--- src/sv/vba_pkg.sv ---
// ----------------------------------------------------------------------------
// vba_pkg - shared definitions for the vector bearing block
// Defaults, fixed widths, register indexes and the CORDIC angle table.
// ----------------------------------------------------------------------------
package vba_pkg;

   localparam int COORD_BITS_DEF      = 16;
   localparam int ANGLE_FRAC_BITS_DEF = 8;
   localparam int CORDIC_STAGES_DEF   = 16;

   // angle accumulator: degrees with 16 fraction bits
   localparam int ACC_FRAC  = 16;
   localparam int ZW        = 26;               // signed accumulator width
   localparam int ZC_W      = 24;               // clamped angle, 0..180 deg
   localparam int ANG_ACC_W = ACC_FRAC + 9;     // rounded angle before masking
   localparam int ANGLE_W   = 17;
   localparam int RSP_DATA_W = ((ANGLE_W + 7) / 8) * 8;

   // vector components are brought below 2^NORM_MAG_BITS in magnitude
   localparam int NORM_MAG_BITS = 28;

   localparam int ORIGIN_X_RST     = 400;
   localparam int ORIGIN_Y_RST     = 300;
   localparam int LOOK_POINT_X_RST = 400;
   localparam int LOOK_POINT_Y_RST = 70;

   localparam logic signed [ZW-1:0] Z_QUARTER = ZW'(90 * (1 << ACC_FRAC));
   localparam logic signed [ZW-1:0] Z_HALF    = ZW'(180 * (1 << ACC_FRAC));

   localparam int CSR_ADDR_W = 2;

   typedef enum logic [CSR_ADDR_W-1:0] {
      REG_ORIGIN_X     = 2'd0,
      REG_ORIGIN_Y     = 2'd1,
      REG_LOOK_POINT_X = 2'd2,
      REG_LOOK_POINT_Y = 2'd3
   } vba_reg_type;

   // sideband that follows each request down the pipeline
   typedef struct packed {
      logic degen;   // target or look point equals origin
      logic neg;     // cross product below zero
   } vba_side_type;

   // atan(2^-i) in degrees, Q16
   function automatic logic signed [ZW-1:0] vba_atan(input int unsigned idx);
      logic signed [ZW-1:0] v;
      case (idx)
         0:  v = ZW'(2949120);
         1:  v = ZW'(1740967);
         2:  v = ZW'(919879);
         3:  v = ZW'(466945);
         4:  v = ZW'(234379);
         5:  v = ZW'(117304);
         6:  v = ZW'(58666);
         7:  v = ZW'(29335);
         8:  v = ZW'(14668);
         9:  v = ZW'(7334);
         10: v = ZW'(3667);
         11: v = ZW'(1833);
         12: v = ZW'(917);
         13: v = ZW'(458);
         14: v = ZW'(229);
         15: v = ZW'(115);
         16: v = ZW'(57);
         17: v = ZW'(29);
         18: v = ZW'(14);
         19: v = ZW'(7);
         20: v = ZW'(4);
         21: v = ZW'(2);
         22: v = ZW'(1);
         default: v = '0;
      endcase
      return v;
   endfunction

endpackage

--- src/sv/vba_prep.sv ---
// ----------------------------------------------------------------------------
// vba_prep - vector setup
// Forms look and target vectors, scales large ones, and computes the dot
// and cross products over four pipeline stages.
// ----------------------------------------------------------------------------
module vba_prep import vba_pkg::*; #(
   parameter int COORD_BITS = COORD_BITS_DEF
) (
   input  logic                         clock,
   input  logic                         reset,
   input  logic                         in_valid,
   output logic                         in_ready,
   input  logic signed [COORD_BITS-1:0] target_x,
   input  logic signed [COORD_BITS-1:0] target_y,
   input  logic signed [COORD_BITS-1:0] origin_x,
   input  logic signed [COORD_BITS-1:0] origin_y,
   input  logic signed [COORD_BITS-1:0] look_x,
   input  logic signed [COORD_BITS-1:0] look_y,
   output logic                         out_valid,
   input  logic                         out_ready,
   output logic signed [2*((COORD_BITS+1 < NORM_MAG_BITS+1) ? COORD_BITS+1
                          : NORM_MAG_BITS+1):0] dot,
   output logic signed [2*((COORD_BITS+1 < NORM_MAG_BITS+1) ? COORD_BITS+1
                          : NORM_MAG_BITS+1):0] cross_prod,
   output vba_side_type                 side
);

   localparam int DW = COORD_BITS + 1;
   localparam int PW = (DW < NORM_MAG_BITS + 1) ? DW : NORM_MAG_BITS + 1;
   localparam int MW = 2 * PW;
   localparam int VW = MW + 1;

   logic s1_v_ff, s2_v_ff, s3_v_ff, s4_v_ff;
   logic s1_rdy, s2_rdy, s3_rdy, s4_rdy;

   assign s4_rdy   = !s4_v_ff || out_ready;
   assign s3_rdy   = !s3_v_ff || s4_rdy;
   assign s2_rdy   = !s2_v_ff || s3_rdy;
   assign s1_rdy   = !s1_v_ff || s2_rdy;
   assign in_ready = s1_rdy;

   always_ff @(posedge clock) begin
      if (reset) begin
         s1_v_ff <= 1'b0;
         s2_v_ff <= 1'b0;
         s3_v_ff <= 1'b0;
         s4_v_ff <= 1'b0;
      end else begin
         if (s1_rdy) s1_v_ff <= in_valid;
         if (s2_rdy) s2_v_ff <= s1_v_ff;
         if (s3_rdy) s3_v_ff <= s2_v_ff;
         if (s4_rdy) s4_v_ff <= s3_v_ff;
      end
   end

   // stage 1: difference vectors
   logic signed [DW-1:0] tx_in, ty_in, lx_in, ly_in;
   logic signed [DW-1:0] tx_ff, ty_ff, lx_ff, ly_ff;

   assign tx_in = DW'(target_x) - DW'(origin_x);
   assign ty_in = DW'(target_y) - DW'(origin_y);
   assign lx_in = DW'(look_x) - DW'(origin_x);
   assign ly_in = DW'(look_y) - DW'(origin_y);

   always_ff @(posedge clock) begin
      if (s1_rdy && in_valid) begin
         tx_ff <= tx_in;
         ty_ff <= ty_in;
         lx_ff <= lx_in;
         ly_ff <= ly_in;
      end
   end

   // stage 2: zero-length check and common scaling
   logic signed [PW-1:0] ntx_in, nty_in, nlx_in, nly_in;
   logic signed [PW-1:0] ntx_ff, nty_ff, nlx_ff, nly_ff;
   logic                 degen_in, degen2_ff;

   assign degen_in = (tx_ff == '0 && ty_ff == '0) || (lx_ff == '0 && ly_ff == '0);

   if (DW > NORM_MAG_BITS) begin : g_norm
      localparam int SMAX = DW - NORM_MAG_BITS;
      localparam int SW   = $clog2(SMAX + 1);

      function automatic logic [DW-1:0] mag_f(input logic signed [DW-1:0] v);
         return v[DW-1] ? DW'(-v) : DW'(v);
      endfunction

      logic [DW-1:0] mag_or;
      logic [SW-1:0] sh;

      // shift amount follows the highest set bit of the largest magnitude
      always_comb begin
         mag_or = mag_f(tx_ff) | mag_f(ty_ff) | mag_f(lx_ff) | mag_f(ly_ff);
         sh     = '0;
         for (int k = NORM_MAG_BITS; k < DW; k++) begin
            if (mag_or[k]) sh = SW'(k - NORM_MAG_BITS + 1);
         end
      end

      assign ntx_in = PW'(tx_ff >>> sh);
      assign nty_in = PW'(ty_ff >>> sh);
      assign nlx_in = PW'(lx_ff >>> sh);
      assign nly_in = PW'(ly_ff >>> sh);
   end else begin : g_direct
      assign ntx_in = tx_ff;
      assign nty_in = ty_ff;
      assign nlx_in = lx_ff;
      assign nly_in = ly_ff;
   end

   always_ff @(posedge clock) begin
      if (s2_rdy && s1_v_ff) begin
         ntx_ff    <= ntx_in;
         nty_ff    <= nty_in;
         nlx_ff    <= nlx_in;
         nly_ff    <= nly_in;
         degen2_ff <= degen_in;
      end
   end

   // stage 3: four products
   logic signed [MW-1:0] p_lx_tx_in, p_ly_ty_in, p_lx_ty_in, p_ly_tx_in;
   logic signed [MW-1:0] p_lx_tx_ff, p_ly_ty_ff, p_lx_ty_ff, p_ly_tx_ff;
   logic                 degen3_ff;

   assign p_lx_tx_in = MW'(nlx_ff) * MW'(ntx_ff);
   assign p_ly_ty_in = MW'(nly_ff) * MW'(nty_ff);
   assign p_lx_ty_in = MW'(nlx_ff) * MW'(nty_ff);
   assign p_ly_tx_in = MW'(nly_ff) * MW'(ntx_ff);

   always_ff @(posedge clock) begin
      if (s3_rdy && s2_v_ff) begin
         p_lx_tx_ff <= p_lx_tx_in;
         p_ly_ty_ff <= p_ly_ty_in;
         p_lx_ty_ff <= p_lx_ty_in;
         p_ly_tx_ff <= p_ly_tx_in;
         degen3_ff  <= degen2_ff;
      end
   end

   // stage 4: dot and cross
   logic signed [VW-1:0] dot_in, cross_in;
   logic signed [VW-1:0] dot_ff, cross_ff;
   logic                 degen4_ff;

   assign dot_in   = VW'(p_lx_tx_ff) + VW'(p_ly_ty_ff);
   assign cross_in = VW'(p_lx_ty_ff) - VW'(p_ly_tx_ff);

   always_ff @(posedge clock) begin
      if (s4_rdy && s3_v_ff) begin
         dot_ff    <= dot_in;
         cross_ff  <= cross_in;
         degen4_ff <= degen3_ff;
      end
   end

   assign out_valid  = s4_v_ff;
   assign dot        = dot_ff;
   assign cross_prod = cross_ff;
   assign side.degen = degen4_ff;
   assign side.neg   = cross_ff[VW-1];

endmodule

--- config.mk ---
export PLATFORM = sky130hd
export DESIGN_NAME = vba_prep
export DESIGN_NICKNAME = d
export VERILOG_FILES = /design/src/sv/vba_pkg.sv /design/src/sv/vba_prep.sv
export SDC_FILE = /design/constraint.sdc
export NUM_CORES = 2
export LEC_CHECK = 0
export BUFFER_PORTS_ARGS = -buffer_cell sky130_fd_sc_hd__clkbuf_2
export CAP_MARGIN = 25
export CORE_UTILIZATION = 50
export CTS_BUF_LIST = sky130_fd_sc_hd__clkbuf_16
export DETAILED_ROUTE_END_ITERATION = 6
export HOLD_SLACK_MARGIN = 0.08
export PLACE_DENSITY = 0.62
export SLEW_MARGIN = 40
export SYNTH_ARGS = -nofsm -noshare
export SYNTH_HDL_FRONTEND = slang
export SYNTH_SLANG_ARGS = --single-unit
--- constraint.sdc ---
create_clock -name clock -period 35.5 [get_ports clock]
set_input_delay 5.325 -clock clock [delete_from_list [all_inputs] [get_ports clock]]
set_output_delay 5.325 -clock clock [all_outputs]
set_load 0.02 [all_outputs]
==> out/results.txt <==
The run finished with clean final reports. Measured along the y axis, the die boundary spans 348 um. CTS placed an instance of sky130_fd_sc_hd__clkbuf_16 at the clock tree root. Post-CTS timing repair inserted 0 buffers for setup. The number of levels the H-tree was split into came out at 2. The final route contains 40100 vias. The number of flip-flops and latches in the synthesized netlist was 349.

In the global route stage, overall resource usage came out at 23.2%. Synthesis produced 5998 cells. The cts-stage hold buffer count is 0.

In this run the critical register-to-register path is captured at p_lx_tx_ff[33]. Clock skew on the completed layout was measured at 0.0201 ns. The relative slew slack is 44.2%, and the worst setup slack after layout is 23.59 ns. For the worst setup slack after placement, the log shows 23.59 ns. Clock tree synthesis found a total of 349 sinks.

Ranked by instance count, the synthesized netlist is headed by sky130_fd_sc_hd__inv_1 (1344), sky130_fd_sc_hd__fa_1 (1190), sky130_fd_sc_hd__nand2_1 (602), sky130_fd_sc_hd__and2_1 (582), sky130_fd_sc_hd__ha_1 (472). sky130_fd_sc_hd__fa_1 takes more of the synthesized area than any other cell. The worst setup path is of the input pin to primary output kind. The capture point of the worst path is in_ready.

In this run the number of cells on the critical path is 5. After synthesis the cells add up to 59900 sq um. In this run the worst path has a maximum fanout of 5.

Setup repair after global routing left no endpoint under its margin. After global routing the overflow that remains totals 0. The first TritonRoute pass finished after 5 iterations.

Walking the worst path, the cells encountered are clkbuf_2 > nor2b_1 > and3_1 > nand2_1 > clkbuf_2. The tools report the startpoint class of the critical path as an input pin. Cell count of the worst reg-to-reg path: 22. For the final count of pins violating max slew, the log shows 0. Of the cells placed in the final design, the portion with a size suffix greater than 1 is 5.70%. The number of max-cap violations was 0.

The critical path endpoint category is a primary output. The delay of the slowest critical-path stage is 0.48 ns. Dividing the final minimum period by the clock period gives 33.5%. The most used flip-flop cell after synthesis is sky130_fd_sc_hd__edfxtp_1.

The layout has 10700 filler cells. The most repeated library cell on the critical path was sky130_fd_sc_hd__clkbuf_2. The register area share after synthesis is 17.4%, and the total instance count after detailed placement is 7638.

The half-perimeter wire length of the detailed placement result was 104000 um. When the netlist entered floorplanning its net count stood at 7760. Ranked by total cell area, the synthesized netlist is headed by sky130_fd_sc_hd__fa_1 (40%), sky130_fd_sc_hd__edfxtp_1 (17%), sky130_fd_sc_hd__ha_1 (9.9%). For this run, asynchronously set or reset flops after synthesis account for 0%. The most common cell in the synthesized netlist is sky130_fd_sc_hd__inv_1.

The post-route DRC violation count came out at 0. The number of global-route vias before repair was 42400; the post-route antenna net violation count was 0. The first routing iteration left 1992 violations. TritonCTS built the clock tree. For the count of cell types in the netlist, the log shows 72. The first global-routing pass estimated 223000 um of wire. The initial antenna violation count is 0, and the post-layout minimum cycle time is 11.91 ns. The path class of the tightest hold or removal check is flip-flop to flip-flop.

The tools report the launch point of the worst path as out_ready. The logs give 70 for the maximum number of pins on one net before global-route repair and 27.67 ns for the worst-case register-to-register setup slack. In this design, the largest share of critical-path delay is due to simple AND/OR/NAND/NOR gates.

The number of failing hold endpoints at the final stage is 0, and the count of cells resized by post-cts repair is 0. In this run, synthesis inferred 345 flip-flops with an integrated enable. TritonCTS created 44 clock buffers. The floorplan has 126 rows. Averaged over all synthesized cells, the footprint is 9.98 sq um. Routability-driven placement finished with a final weighted congestion of 0.846.

The fraction of post-synthesis cell area in the top cell type by area is 39.8%, and the average wire length per cell after detail routing is 17.1 um. The core region is 118000 sq um. The run gives 0 as the setup-violating endpoint count in the final report. From left edge to right edge, the die measures 348 um.

The synthesis-to-finish area growth was 6.95%. For the final routed database, the setup TNS stands at 0 ns. The floorplan step defined a die boundary enclosing 121000 sq um.

The run gives 7721 as the non-filler instance count after layout. The signal arrival time at the worst endpoint is 6.58 ns. 174 I/O pins were placed. Reg-to-reg critical path startpoint: ntx_ff[16]. The required time of the critical path was 30.17 ns.

The later pin in the worst-skew pair is clocked with a latency of 0.62 ns. The number of port buffers is 173. Clock-pin slew was measured on the worst setup and hold paths at 0.06 ns. The run gives 50.6% as the starting density of the core. The maximum buffer depth of the clock tree came out at 3. Among all stages on the critical path, the largest delay is contributed by sky130_fd_sc_hd__nor2b_1. The maximum clock frequency was 0.0840 GHz; the overall routed net length was 132000 um. In the routed layout, each cell is associated on average with a via count of 5.19. The number of buffers and inverters on the critical path is 2. The final layout contains 7846 nets. During synthesis, Yosys emitted a total of 0 warnings. For the pin with the worst max-slew slack, the measured transition is 0.835 ns.
layer usage:
layer / routed length (um) / part of all wire, % / global-route usage, % / vias to the layer above
met2: 64200 / 49 / 38.9 / 853
met5: 0 / 0 / 0 / -
met3: 5460 / 4.1 / 1.91 / 142
met4: 4230 / 3.2 / 7.29 / 0
li1: - / - / - / 18500
met1: 58400 / 44 / 32.2 / 20600
logic make-up after synthesis:
kind of cell    count (synthesis)  share of synthesized area, %
fa+ha+maj                    1662                          49.6
simple gates                 1636                          13.6
buf+inv                      1559                          9.79
compound gates                546                          5.88
flops                         349                          17.4
xor+xnor                      245                          3.58
mux                             1                        0.0167
cell usage in the layout (no fill, tap or decap), types with 9 or more instances in the layout:
master	synthesis	final
sky130_fd_sc_hd__a21boi_0	20	19
sky130_fd_sc_hd__o21ai_0	110	110
sky130_fd_sc_hd__clkbuf_16	0	46
sky130_fd_sc_hd__ha_1	472	472
sky130_fd_sc_hd__nor4_1	17	16
sky130_fd_sc_hd__nand2_1	602	602
sky130_fd_sc_hd__buf_4	2	78
sky130_fd_sc_hd__nand4_1	17	17
sky130_fd_sc_hd__a31oi_1	17	17
sky130_fd_sc_hd__nor2b_1	48	46
sky130_fd_sc_hd__nand2b_1	49	49
sky130_fd_sc_hd__xor2_1	44	44
sky130_fd_sc_hd__and3_1	25	25
sky130_fd_sc_hd__nand3_1	39	39
sky130_fd_sc_hd__clkbuf_2	0	173
sky130_fd_sc_hd__o2111ai_1	9	9
sky130_fd_sc_hd__inv_1	1344	1349
sky130_fd_sc_hd__and2_1	582	582
sky130_fd_sc_hd__fa_1	1190	1190
sky130_fd_sc_hd__nor3_1	26	26
sky130_fd_sc_hd__nor2_1	202	202
sky130_fd_sc_hd__or3_1	11	11
sky130_fd_sc_hd__o21bai_1	22	22
sky130_fd_sc_hd__edfxtp_1	345	345
sky130_fd_sc_hd__a21o_1	77	77
sky130_fd_sc_hd__a211oi_1	12	12
sky130_fd_sc_hd__o21a_1	27	27
sky130_fd_sc_hd__a21oi_1	165	164
sky130_fd_sc_hd__o211ai_1	11	11
sky130_fd_sc_hd__xnor2_1	201	201
registers in the layout (all words and copies together) (netlist names), 17 cells and up:
name / cells
p_ly_ty_ff: 34
p_ly_tx_ff: 34
dot: 35
p_lx_ty_ff: 34
cross_prod: 35
nty_ff: 17
ntx_ff: 17
ntx_in: 17
nty_in: 17
lx_ff: 17
nly_ff: 17
ly_ff: 17
nlx_ff: 17
p_lx_tx_ff: 34
cell type report:
class / instances / area, sq um / share of cell area [%]
Clock inverter: 35 / 288 / 0.449
Clock buffer: 46 / 1150 / 1.80
Timing Repair Buffer: 253 / 1470 / 2.30
Tap cell: 1600 / 2000 / 3.13
Sequential cell: 349 / 10400 / 16.3
Antenna cell: 2 / 5.00 / 0.00781
Multi-Input combinational cell: 4090 / 43600 / 68.1
Inverter: 1346 / 5050 / 7.89
worst min path at each step:
| stage | from | endpoint | slack [ns] | cells past startpoint |
|---|---|---|---|---|
| 6_report | degen3_ff | degen4_ff | 0.41 | 0 |
| 5_1_grt | degen3_ff | degen4_ff | 0.43 | 0 |
| 4_1_cts | degen3_ff | degen4_ff | 0.41 | 0 |
| 3_5_place_dp | degen2_ff | degen3_ff | 0.42 | 0 |
| 3_3_place_gp | degen3_ff | degen4_ff | 0.40 | 0 |
| 2_1_floorplan | degen2_ff | degen3_ff | 0.40 | 0 |
metrics by stage:
step                instance area, sq um  hold slack, ns  util, %
finish                             64000           0.408     54.1
global route                       64000           0.426     54.1
CTS                                64000           0.411     54.1
detailed placement                 62600           0.417     52.9
global placement                   62600           0.402     52.9
floorplan                          59900           0.400        -
Power is not shown: default switching activity piles up to over one toggle a cycle in this logic, so the estimate is an artifact.
