[config.mk]
export PLATFORM = sky130hd
export DESIGN_NAME = vba_finish
export DESIGN_NICKNAME = d
export VERILOG_FILES = /design/src/sv/vba_pkg.sv /design/src/sv/vba_finish.sv
export SDC_FILE = /design/constraint.sdc
export NUM_CORES = 1
export LEC_CHECK = 0
export BUFFER_PORTS_ARGS = -buffer_cell sky130_fd_sc_hd__buf_2
export CORE_UTILIZATION = 50
export CTS_CLUSTER_SIZE = 30
export DETAILED_ROUTE_END_ITERATION = 10
export PLACE_DENSITY = 0.74
export SYNTH_ARGS = -nofsm -noshare
export SYNTH_HDL_FRONTEND = slang
export SYNTH_SLANG_ARGS = --single-unit
[constraint.sdc]
create_clock -name clock -period 3.1 [get_ports clock]
set_input_delay 0.31 -clock clock [delete_from_list [all_inputs] [get_ports clock]]
set_output_delay 0.31 -clock clock [all_outputs]
set_load 0.05 [all_outputs]
[src/sv/vba_pkg.sv]
// ----------------------------------------------------------------------------
// vba_pkg - shared definitions for the vector bearing block
// Defaults, fixed widths, register indexes and the CORDIC angle table.
// ----------------------------------------------------------------------------
package vba_pkg;

   localparam int COORD_BITS_DEF      = 16;
   localparam int ANGLE_FRAC_BITS_DEF = 8;
   localparam int CORDIC_STAGES_DEF   = 16;

   // angle accumulator: degrees with 16 fraction bits
   localparam int ACC_FRAC  = 16;
   localparam int ZW        = 26;               // signed accumulator width
   localparam int ZC_W      = 24;               // clamped angle, 0..180 deg
   localparam int ANG_ACC_W = ACC_FRAC + 9;     // rounded angle before masking
   localparam int ANGLE_W   = 17;
   localparam int RSP_DATA_W = ((ANGLE_W + 7) / 8) * 8;

   // vector components are brought below 2^NORM_MAG_BITS in magnitude
   localparam int NORM_MAG_BITS = 28;

   localparam int ORIGIN_X_RST     = 400;
   localparam int ORIGIN_Y_RST     = 300;
   localparam int LOOK_POINT_X_RST = 400;
   localparam int LOOK_POINT_Y_RST = 70;

   localparam logic signed [ZW-1:0] Z_QUARTER = ZW'(90 * (1 << ACC_FRAC));
   localparam logic signed [ZW-1:0] Z_HALF    = ZW'(180 * (1 << ACC_FRAC));

   localparam int CSR_ADDR_W = 2;

   typedef enum logic [CSR_ADDR_W-1:0] {
      REG_ORIGIN_X     = 2'd0,
      REG_ORIGIN_Y     = 2'd1,
      REG_LOOK_POINT_X = 2'd2,
      REG_LOOK_POINT_Y = 2'd3
   } vba_reg_type;

   // sideband that follows each request down the pipeline
   typedef struct packed {
      logic degen;   // target or look point equals origin
      logic neg;     // cross product below zero
   } vba_side_type;

   // atan(2^-i) in degrees, Q16
   function automatic logic signed [ZW-1:0] vba_atan(input int unsigned idx);
      logic signed [ZW-1:0] v;
      case (idx)
         0:  v = ZW'(2949120);
         1:  v = ZW'(1740967);
         2:  v = ZW'(919879);
         3:  v = ZW'(466945);
         4:  v = ZW'(234379);
         5:  v = ZW'(117304);
         6:  v = ZW'(58666);
         7:  v = ZW'(29335);
         8:  v = ZW'(14668);
         9:  v = ZW'(7334);
         10: v = ZW'(3667);
         11: v = ZW'(1833);
         12: v = ZW'(917);
         13: v = ZW'(458);
         14: v = ZW'(229);
         15: v = ZW'(115);
         16: v = ZW'(57);
         17: v = ZW'(29);
         18: v = ZW'(14);
         19: v = ZW'(7);
         20: v = ZW'(4);
         21: v = ZW'(2);
         22: v = ZW'(1);
         default: v = '0;
      endcase
      return v;
   endfunction

endpackage

[src/sv/vba_finish.sv]
// ----------------------------------------------------------------------------
// vba_finish - angle clamp, rounding and 0..360 fold
// Two stages; the second one is the response register.
// ----------------------------------------------------------------------------
module vba_finish import vba_pkg::*; #(
   parameter int ANGLE_FRAC_BITS = ANGLE_FRAC_BITS_DEF
) (
   input  logic                 clock,
   input  logic                 reset,
   input  logic                 in_valid,
   output logic                 in_ready,
   input  logic signed [ZW-1:0] z,
   input  vba_side_type         in_side,
   output logic                 out_valid,
   input  logic                 out_ready,
   output logic [ANGLE_W-1:0]   angle_q8,
   output logic                 degenerate
);

   localparam int AW = ANG_ACC_W;

   logic f1_v_ff, f2_v_ff;
   logic f1_rdy, f2_rdy;

   assign f2_rdy   = !f2_v_ff || out_ready;
   assign f1_rdy   = !f1_v_ff || f2_rdy;
   assign in_ready = f1_rdy;

   always_ff @(posedge clock) begin
      if (reset) begin
         f1_v_ff <= 1'b0;
         f2_v_ff <= 1'b0;
      end else begin
         if (f1_rdy) f1_v_ff <= in_valid;
         if (f2_rdy) f2_v_ff <= f1_v_ff;
      end
   end

   // stage 1: clamp to 0..180 degrees
   logic [ZC_W-1:0] zc_in, zc_ff;
   vba_side_type    side1_ff;

   always_comb begin
      if (z[ZW-1]) begin
         zc_in = '0;
      end else if (z > Z_HALF) begin
         zc_in = ZC_W'(Z_HALF);
      end else begin
         zc_in = ZC_W'(z);
      end
   end

   always_ff @(posedge clock) begin
      if (f1_rdy && in_valid) begin
         zc_ff    <= zc_in;
         side1_ff <= in_side;
      end
   end

   // stage 2: round half up, mirror for negative cross, zero when degenerate
   logic [AW-1:0] a_rnd, a_fold, full;
   logic [ANGLE_W-1:0] angle_in, angle_ff;
   logic               degen_ff;

   if (ANGLE_FRAC_BITS < ACC_FRAC) begin : g_round
      localparam int SH = ACC_FRAC - ANGLE_FRAC_BITS;
      assign a_rnd = (AW'(zc_ff) + (AW'(1) << (SH - 1))) >> SH;
   end else begin : g_exact
      assign a_rnd = AW'(zc_ff);
   end

   assign full = AW'(360) << ANGLE_FRAC_BITS;

   always_comb begin
      a_fold = a_rnd;
      if (side1_ff.neg && a_rnd != '0) a_fold = full - a_rnd;
      if (a_fold >= full) a_fold = '0;
      if (side1_ff.degen) a_fold = '0;
      angle_in = a_fold[ANGLE_W-1:0];
   end

   always_ff @(posedge clock) begin
      if (f2_rdy && f1_v_ff) begin
         angle_ff <= angle_in;
         degen_ff <= side1_ff.degen;
      end
   end

   assign out_valid  = f2_v_ff;
   assign angle_q8   = angle_ff;
   assign degenerate = degen_ff;

endmodule

==> impl_metrics.ini, run 1 <==
[placement]
portBuffers = 51
gp_congestion = 0.936
dp.final_hpwl_um = 4380
dpl_cell_area_um2 = 3250

[drt]
via_count = 2263
post-route-drc-count = 0
via_per_inst = 5.45
first_pass_iters = 4
drt.antenna.violating_nets = 0
wire_per_inst_um = 13.5
drt_wl_total_um = 5600
first_iter_violations = 119

[synthesis]
synth-edff-count = 37
synth.ff_latch_count = 39
synthCells = 274
yosysTopAreaCell = edfxtp_1
yosysTopAreaCellShare_pct = 38.9
syn_avg_cell_area_um2 = 10.4
yosys.cell_count.top_type = edfxtp_1
synth_common_cells = edfxtp_1, xnor2_1, nor2_1
synth_flop_cell = edfxtp_1
ys_async_sr_fraction_pct = 0
yosys-top-cells-area = edfxtp_1, xnor2_1, nor2_1, and2_1, nor3_2
synth_area_um2 = 2860
synth_warnings = 0
seq_area_frac_synth_pct = 40.3
synth_cell_type_count = 64
syn-num-nets = 308

[power_and_ir_drop]
p_per_area_nw_per_um2 = 368
p_leak_nw = 1.28
total_power_w = 0.00127
peakVddDrop_v = 0.000218

[grt]
overflow = 0
grt_max_degree = 20
grt_pass1_vias = 2040
antenna_found_initial = 0
grt_first_pass_wirelength_um = 9060
grt_usage_pct = 19.0

[layout]
area_growth_pct = 21.1
finalCoreUtilization_pct = 62.8
antenna_cells = 0
nNetsFinal = 377
postLayoutCellArea_um2 = 3460
drive_gt1_share_pct = 38.2

[setup_path]
worst_setup_path_start_kind = flop
slowest_delay_ns = 0.40
crit_slowest_cell = o2111a_4
cp-end-kind = flop
path_buf_inv = 1
crit_arrival_ns = 3.01
cp_cell_sequence = ha_1 > xnor2_2 > ha_4 > nand4_2 > a221oi_4 > buf_4 > a31oi_1 > or2_0 > a21oi_2 > o2111a_4 > nor3_1
worstPathMaxFanout = 16
path_delay_family = compound AO/OA/AOI/OAI gates
required_ns = 3.14
setup.worst_path.class = flop to flop
path_depth = 11
r2r_cells = 11

[floorplanning]
core-area_um2 = 5510
die_width_um = 77.6
start_util_pct = 51.9
die_area_um2 = 6020
fp.dieH_um = 77.6
io_pins = 52
row_count = 27

[sta]
final_max_slew_viol_count = 0
skew_ns = 0.00397
fin_crit_sh_pct = 96.0
slew_headroom_pct = 44.1
setup_viol = 0
max_freq_mhz = 336
post-route-min-period_ns = 2.98
rsz0062_at_grt = no
worst_pin_slew_ns = 0.839
final-hold-violation-count = 0

[clocking]
path_clk_slew_ns = 0.07
cts_max_level = 2
cts_tree = built
cts.root.buffer_cell = clkbuf_8
clk-insertion-delay-late_ns = 0.29
clock-sinks = 39
clk_path_buf_depth = 2
cts_buffers = 5

[run_status]
status = finished clean

[job]
cap_violations = 0

[worst_hold_path]
hold_depth = 2
min_path_type = primary input to flop
==> metrics by stage <==
| stage | setup slack (ns) | hold slack [ns] | setup TNS [ns] | std cells |
|---|---|---|---|---|
| 2_1_floorplan | 0.0903 | 0.382 | 0 | 274 |
| 6_report | 0.123 | 0.182 | 0 | 415 |
| 5_1_grt | 0.0121 | 0.169 | 0 | 415 |
| 4_1_cts | 0.0219 | 0.171 | 0 | 409 |
| 3_5_place_dp | -0.0107 | 0.476 | -0.0190 | 402 |
| 3_3_place_gp | 0.191 | 0.470 | 0 | 402 |
==> worst paths after layout <==
check | startpoint | end | slack (ns)
hold reg to reg | side1_ff[1] | degenerate | 0.49
setup reg to reg | zc_ff[7] | angle_q8[2] | 0.12
hold / removal | reset | out_valid | 0.18
setup / recovery | zc_ff[7] | angle_q8[2] | 0.12
==> report_power, final <==
group	switching [W]	total [W]	internal (W)
Combinational	0.000194	0.000321	0.000127
Clock	0.000165	0.000314	0.000149
Sequential	0.0000225	0.000638	0.000615
==> kinds of logic (layout without fill, tap and decap cells) <==
| family | count (synthesis) | count (layout) | synth area share, % |
|---|---|---|---|
| xor gates and xnor gates | 33 | 33 | 10.1 |
| adders and majority gates | 2 | 2 | 0.876 |
| DFF | 39 | 39 | 40.3 |
| AOI/OAI and AO/OA | 46 | 46 | 15.0 |
| muxes | 2 | 2 | 0.701 |
| buffers and inverters | 23 | 92 | 4.82 |
| and+or+nand+nor | 129 | 129 | 28.2 |
==> placed cells by master, fill, tap and decap left out, drive strengths merged, types with 4 or more instances in the layout <==
cell	synthesis	final
a21oi	6	6
a31o	4	4
a31oi	7	7
and2	15	15
buf	15	79
clkbuf	2	5
edfxtp	37	37
inv	6	6
nand2	21	21
nand3	10	10
nand4	5	5
nor2	26	26
nor3	25	25
nor4	9	9
o21ai	6	6
xnor2	28	28
xor2	5	5
==> routing by layer <==
layer | vias up | global-route usage, % | wire length [um]
met2 | 73 | 32.6 | 2810
met1 | 1031 | 23.5 | 2450
met3 | 5 | 3.53 | 259
met5 | - | 0 | 0
met4 | 0 | 7.36 | 78
li1 | 1154 | - | -
==> flip-flops by register name, summed over array words and instances, names as in the netlist <==
register / flops
degenerate: 1
f1_v_ff: 1
out_valid: 1
angle_q8: 17
zc_ff: 17
side1_ff: 2
==> worst reg2reg max path, stage by stage (launching register included) <==
cell	delay, ns
edfxtp_1	0.39
ha_1	0.26
xnor2_2	0.22
ha_4	0.20
nand4_2	0.12
a221oi_4	0.29
buf_4	0.18
a31oi_1	0.14
or2_0	0.25
a21oi_2	0.17
o2111a_4	0.40
nor3_1	0.11
==> timing repair <==
action | 4_1_cts | 5_1_grt
gates resized for setup | 2 | 11
endpoints found under the setup margin | 6 | 16
hold buffers | 0 | 0
buffers inserted | 0 | 6
pin swaps | 0 | 2
==> layout make-up <==
class / count / area [um^2]
fill: 460 / 2050
multi-input combinational: 212 / 1650
sequential: 39 / 1150
timing repair buffer: 79 / 465
tap: 72 / 90.1
clock buffer: 5 / 68.8
inverter: 6 / 22.5
clock inverter: 2 / 8.76
(Power assumes the default switching activity.)
==> inputs of run 2 (changes only) <==
--- a/config.mk
+++ b/config.mk
@@ -10,6 +10,7 @@
 export CTS_CLUSTER_SIZE = 30
 export DETAILED_ROUTE_END_ITERATION = 10
 export PLACE_DENSITY = 0.74
+export REMOVE_ABC_BUFFERS = 1
 export SYNTH_ARGS = -nofsm -noshare
 export SYNTH_HDL_FRONTEND = slang
 export SYNTH_SLANG_ARGS = --single-unit
==> run 2 against run 1 <==
  * Register-to-register slack is essentially flat
  * Clock-buffer cell count is 1 higher
  * Setup slack improved by 0.0036 ns
  * Sequential power grew 0.6%
  * Flip-flop and latch count did not move
  * Critical path depth decreased by 1
  * Via count decreased by 0.13%
  * Clock power up 1%
  * Critical endpoint is now angle_q8[8]
==> impl_metrics.ini, run 2 (synthesized netlist as in run 1, its figures left out) <==
[setup_path]
worst_setup_path_start_kind = flop
setup.worst_path.class = flop to flop
startpoint = zc_ff[8]
crit_arrival_ns = 3.01
required_ns = 3.13
rr_endpoint = angle_q8[8]
ff2ff_setup_slack_ns = 0.13
cp-end-kind = flop
rr_startpoint = zc_ff[8]
r2r_cells = 10
worstPathMaxFanout = 8

[grt]
grt_max_degree = 20
antenna_found_initial = 0
grt_usage_pct = 19.0
grt_pass1_vias = 2044
overflow = 0
grt_first_pass_wirelength_um = 9020

[layout]
antenna_cells = 0
postLayoutCellArea_um2 = 3480
drive_gt1_share_pct = 37.8
fillCellCount = 449
finalCoreUtilization_pct = 63.2
seq_area_um2 = 1150
multi_input_area_um2 = 1680
final_common_cell = buf_2
nNetsFinal = 377
final_cell_mix = buf_2, edfxtp_1, xnor2_1, buf_4, nor2_1
area_growth_pct = 21.9

[sta]
setup_viol = 0
max_freq_mhz = 336
slew_headroom_pct = 45.7
fin_crit_sh_pct = 95.9
final_max_slew_viol_count = 0
final-hold-violation-count = 0
worst_pin_slew_ns = 0.815
skew_ns = 0.00464
post-route-min-period_ns = 2.97

[clocking]
clock-sinks = 39
clk_path_buf_depth = 2
path_clk_slew_ns = 0.07
cts_max_level = 2
clk-insertion-delay-late_ns = 0.29
cts_tree = built
cts.root.buffer_cell = clkbuf_8
cts_buffers = 5

[worst_hold_path]
min_path_type = primary input to flop
hold_depth = 2
worstHoldStart = reset
holdPathEnd = out_valid

[drt]
first_pass_iters = 4
post-route-drc-count = 0
drt.antenna.violating_nets = 0
wire_per_inst_um = 13.2
drt_wl_total_um = 5500
via_per_inst = 5.43
via_count = 2260
first_iter_violations = 147

[job]
cap_violations = 0

[power_and_ir_drop]
peakVddDrop_v = 0.000227
comb_power_share_pct = 25.2
p_switching_w = 0.000383
cell_internal_pwr_w = 0.000901
switching_share_pct = 29.8
p_leak_nw = 1.28
p_per_area_nw_per_um2 = 369
clkPwrFrac_pct = 24.8
pwr-share-seq_pct = 50.0

[run_status]
status = finished clean

[floorplanning]
fp.dieH_um = 77.6
io_pins = 52
die_width_um = 77.6
row_count = 27
core-area_um2 = 5510
die_area_um2 = 6020
start_util_pct = 51.9

[placement]
dpl_cell_area_um2 = 3270
portBuffers = 51
dp.final_hpwl_um = 4160
gp_congestion = 0.935
==> run 2: changes by cell type in the layout (fill, tap and decap cells not counted), sizes merged <==
| cell | before | now |
|---|---|---|
| o2111a | 1 | 2 |
| clkbuf | 5 | 6 |
| buf | 79 | 78 |
==> run 2: final cells by class <==
type	instances	area share, %
tap	72	2.59
inverter	6	0.647
clock inverter	2	0.216
sequential	39	33.1
timing repair buffer	78	13.2
multi-input combinational	213	48.2
clock buffer	6	2.09
==> run 2: worst max-delay path: stages (launching register included) <==
cell      delay [ns]
edfxtp_1        0.38
ha_2            0.25
buf_4           0.18
and2_2          0.21
a21oi_1         0.12
o32ai_4         0.35
o211ai_4        0.17
nor3_1          0.23
nor4bb_4        0.30
o2111a_2        0.43
nor3_2          0.09
==> run 2: power groups by stage <==
stage / Sequential [W] / Combinational (W) / Clock (W)
floorplan: 0.000707 / 0.000151 / 0
global route: 0.000646 / 0.000352 / 0.000343
global placement: 0.000652 / 0.000295 / 0
detailed placement: 0.000653 / 0.000300 / 0
finish: 0.000642 / 0.000324 / 0.000318
CTS: 0.000641 / 0.000303 / 0.000332
==> run 2: worst max-delay path by stage <==
stage,to,slack [ns]
2_1_floorplan,angle_q8[1],-0.36
3_3_place_gp,angle_q8[16],0.07
3_5_place_dp,angle_q8[6],-0.07
4_1_cts,angle_q8[6],0.03
5_1_grt,angle_q8[8],-0.008
6_report,angle_q8[8],0.13
==> run 2: repair_timing <==
item / CTS / global route
setup endpoints to repair: 16 / 16
pin swaps: 0 / 6
hold endpoints to repair: 0 / 0
gates resized for setup: 1 / 14
setup buffers: 1 / 1
gates cloned: 0 / 1
hold buffers: 0 / 0
==> run 2: layer usage <==
metal	vias up	GRT usage, %	share of wire, %
li1	1157	-	-
met2	65	33.3	51
met3	8	3.18	3.4
met1	1030	23.0	44
met5	-	0	0
met4	0	7.74	1.4
==> run 2: stage by stage <==
stage | worst slack (ns) | hold WS, ns | cells | TNS [ns] | total power (W)
finish | 0.127 | 0.188 | 416 | 0 | 0.00128
global route | -0.00831 | 0.179 | 416 | -0.0118 | 0.00134
CTS | 0.0273 | 0.177 | 414 | 0 | 0.00128
detailed placement | -0.0746 | 0.472 | 405 | -0.858 | 0.000953
global placement | 0.0714 | 0.466 | 405 | 0 | 0.000947
floorplan | -0.356 | 0.382 | 257 | -4.20 | 0.000858
==> inputs of run 3 (changes only) <==
--- a/config.mk
+++ b/config.mk
@@ -6,9 +6,12 @@
 export NUM_CORES = 1
 export LEC_CHECK = 0
 export BUFFER_PORTS_ARGS = -buffer_cell sky130_fd_sc_hd__buf_2
-export CORE_UTILIZATION = 50
+export CELL_PAD_IN_SITES_DETAIL_PLACEMENT = 0
+export CELL_PAD_IN_SITES_GLOBAL_PLACEMENT = 1
+export CORE_UTILIZATION = 39
 export CTS_CLUSTER_SIZE = 30
 export DETAILED_ROUTE_END_ITERATION = 10
+export MAX_ROUTING_LAYER = met4
 export PLACE_DENSITY = 0.74
 export REMOVE_ABC_BUFFERS = 1
 export SYNTH_ARGS = -nofsm -noshare
==> run 3 against run 2 <==
  * Design area is 0.61% lower
  * Cell count is 5.3% higher
  * Flip-flop and latch count stayed put
  * Sequential share of layout area is 0.20 points higher
  * Sequential power is 0.6% lower
  * Routed wire length is 0.40% lower
  * Critical path depth stayed put
  * Global-route usage is 3.0 points lower
  * Hold slack worse by 0.0022 ns
  * Critical path type unchanged
==> impl_metrics.ini, run 3 (synthesized netlist as in run 1, its figures left out) <==
[power_and_ir_drop]
switching_share_pct = 29.9
peakVddDrop_v = 0.000145
comb_power_share_pct = 24.4
p_switching_w = 0.000380
cell_internal_pwr_w = 0.000892
total_power_w = 0.00127
clkPwrFrac_pct = 25.4
pwr-share-seq_pct = 50.2
p_per_area_nw_per_um2 = 368
p_leak_nw = 1.26

[grt]
antenna_found_initial = 0
grt_max_degree = 20
grt_first_pass_wirelength_um = 9260
grt_pass1_vias = 1971
overflow = 0
grt_usage_pct = 16.0

[layout]
drive_gt1_share_pct = 37.4
nNetsFinal = 375
fillCellCount = 657
area_growth_pct = 21.1
final_common_cell = buf_2
final_cell_mix = buf_2, edfxtp_1, nor2_1, xnor2_1, buf_4
antenna_cells = 0
final_cells = 438

[drt]
drt.antenna.violating_nets = 0
met1_length_um = 2700
met3_length_um = 218
via_per_inst = 5.00
wire_per_inst_um = 12.5
wl_met2_um = 2440
drt_wl_total_um = 5480
first_pass_iters = 4
post-route-drc-count = 0
via_count = 2191
first_iter_violations = 69
dr.max_layer_used = met4

[floorplanning]
start_util_pct = 41.1
die_area_um2 = 7670
io_pins = 52
fp.dieH_um = 87.6
core-area_um2 = 6940
row_count = 30
die_width_um = 87.6

[clocking]
clk_path_buf_depth = 2
cts_buffers = 5
cts.root.buffer_cell = clkbuf_8
cts_max_level = 2
hold_buffers = 0
cts_tree = built
clock-sinks = 39
path_clk_slew_ns = 0.07
clk-insertion-delay-late_ns = 0.29

[setup_path]
worst_setup_path_start_kind = flop
required_ns = 3.22
rr_startpoint = zc_ff[7]
worstPathMaxFanout = 16
crit_arrival_ns = 3.03
setup.worst_path.class = flop to flop
cp-end-kind = flop
startpoint = zc_ff[7]

[placement]
dp.final_hpwl_um = 4310
gp_congestion = 0.828
portBuffers = 51
dp_cells = 427

[sta]
worst_pin_slew_ns = 0.796
slew_headroom_pct = 46.9
post-route-min-period_ns = 2.91
rsz0062_at_grt = no
setup_viol = 0
final_max_slew_viol_count = 0
final-hold-violation-count = 0
max_freq_mhz = 343
fin_crit_sh_pct = 93.9
tns_ns = 0
whs_ns = 0.186
skew_ns = 0.00640

[worst_hold_path]
worstHoldStart = reset
min_path_type = primary input to flop

[run_status]
status = finished clean

[job]
cap_violations = 0
-- run 3: power groups by stage --
stage	combinational (W)	sequential, W	clock, W
2_1_floorplan	0.000151	0.000707	0
3_3_place_gp	0.000300	0.000648	0
3_5_place_dp	0.000300	0.000650	0
4_1_cts	0.000301	0.000638	0.000332
5_1_grt	0.000342	0.000642	0.000353
6_report	0.000311	0.000638	0.000323
-- run 3: path summary, 6_finish.rpt --
| check | end | slack [ns] | cells after the start |
|---|---|---|---|
| worst max-delay path | angle_q8[6] | 0.19 | 10 |
| worst min-delay path | f1_v_ff | 0.19 | 2 |
| worst max register to register | angle_q8[6] | 0.19 | 10 |
| worst min register to register | degenerate | 0.49 | 0 |
-- run 3: final cells by class --
cell class                 count  area, um^2  share of cell area [%]
clock buffer                   6        72.6                    2.10
clock inverter                 2        7.51                   0.217
multi-input combinational    212        1630                    47.1
timing repair buffer          77         454                    13.1
inverter                       6        22.5                   0.651
sequential                    39        1150                    33.3
tap                           96         120                    3.47
-- run 3: critical path, stage by stage (launching register included) --
cell and delay, ns:
edfxtp_1 0.41, ha_2 0.23, xnor2_2 0.24, ha_4 0.20, nand3_1 0.13, a221oi_4 0.32
nand2_2 0.13, o41ai_4 0.36, o21ba_2 0.22, o2111a_4 0.22, nor4b_2 0.28
-- run 3: metal layers --
metal	vias up	GRT usage, %
met1	964	21.5
met2	63	24.1
met4	0	5.66
met5	-	-
met3	10	3.11
li1	1154	-
-- run 3: timing repair --
| item | 4_1_cts | 5_1_grt |
|---|---|---|
| setup buffers | 0 | 3 |
| gates resized for setup | 0 | 12 |
| endpoints found under the setup margin | 0 | 16 |
-- run 3: stage by stage --
| step | setup WS (ns) | util (%) | area (um^2) |
|---|---|---|---|
| 2_1_floorplan | -0.356 | - | 2740 |
| 3_3_place_gp | 0.175 | 47.4 | 3290 |
| 3_5_place_dp | 0.0795 | 47.4 | 3290 |
| 4_1_cts | 0.0520 | 48.5 | 3370 |
| 5_1_grt | 0.0220 | 49.8 | 3460 |
| 6_report | 0.189 | 49.8 | 3460 |
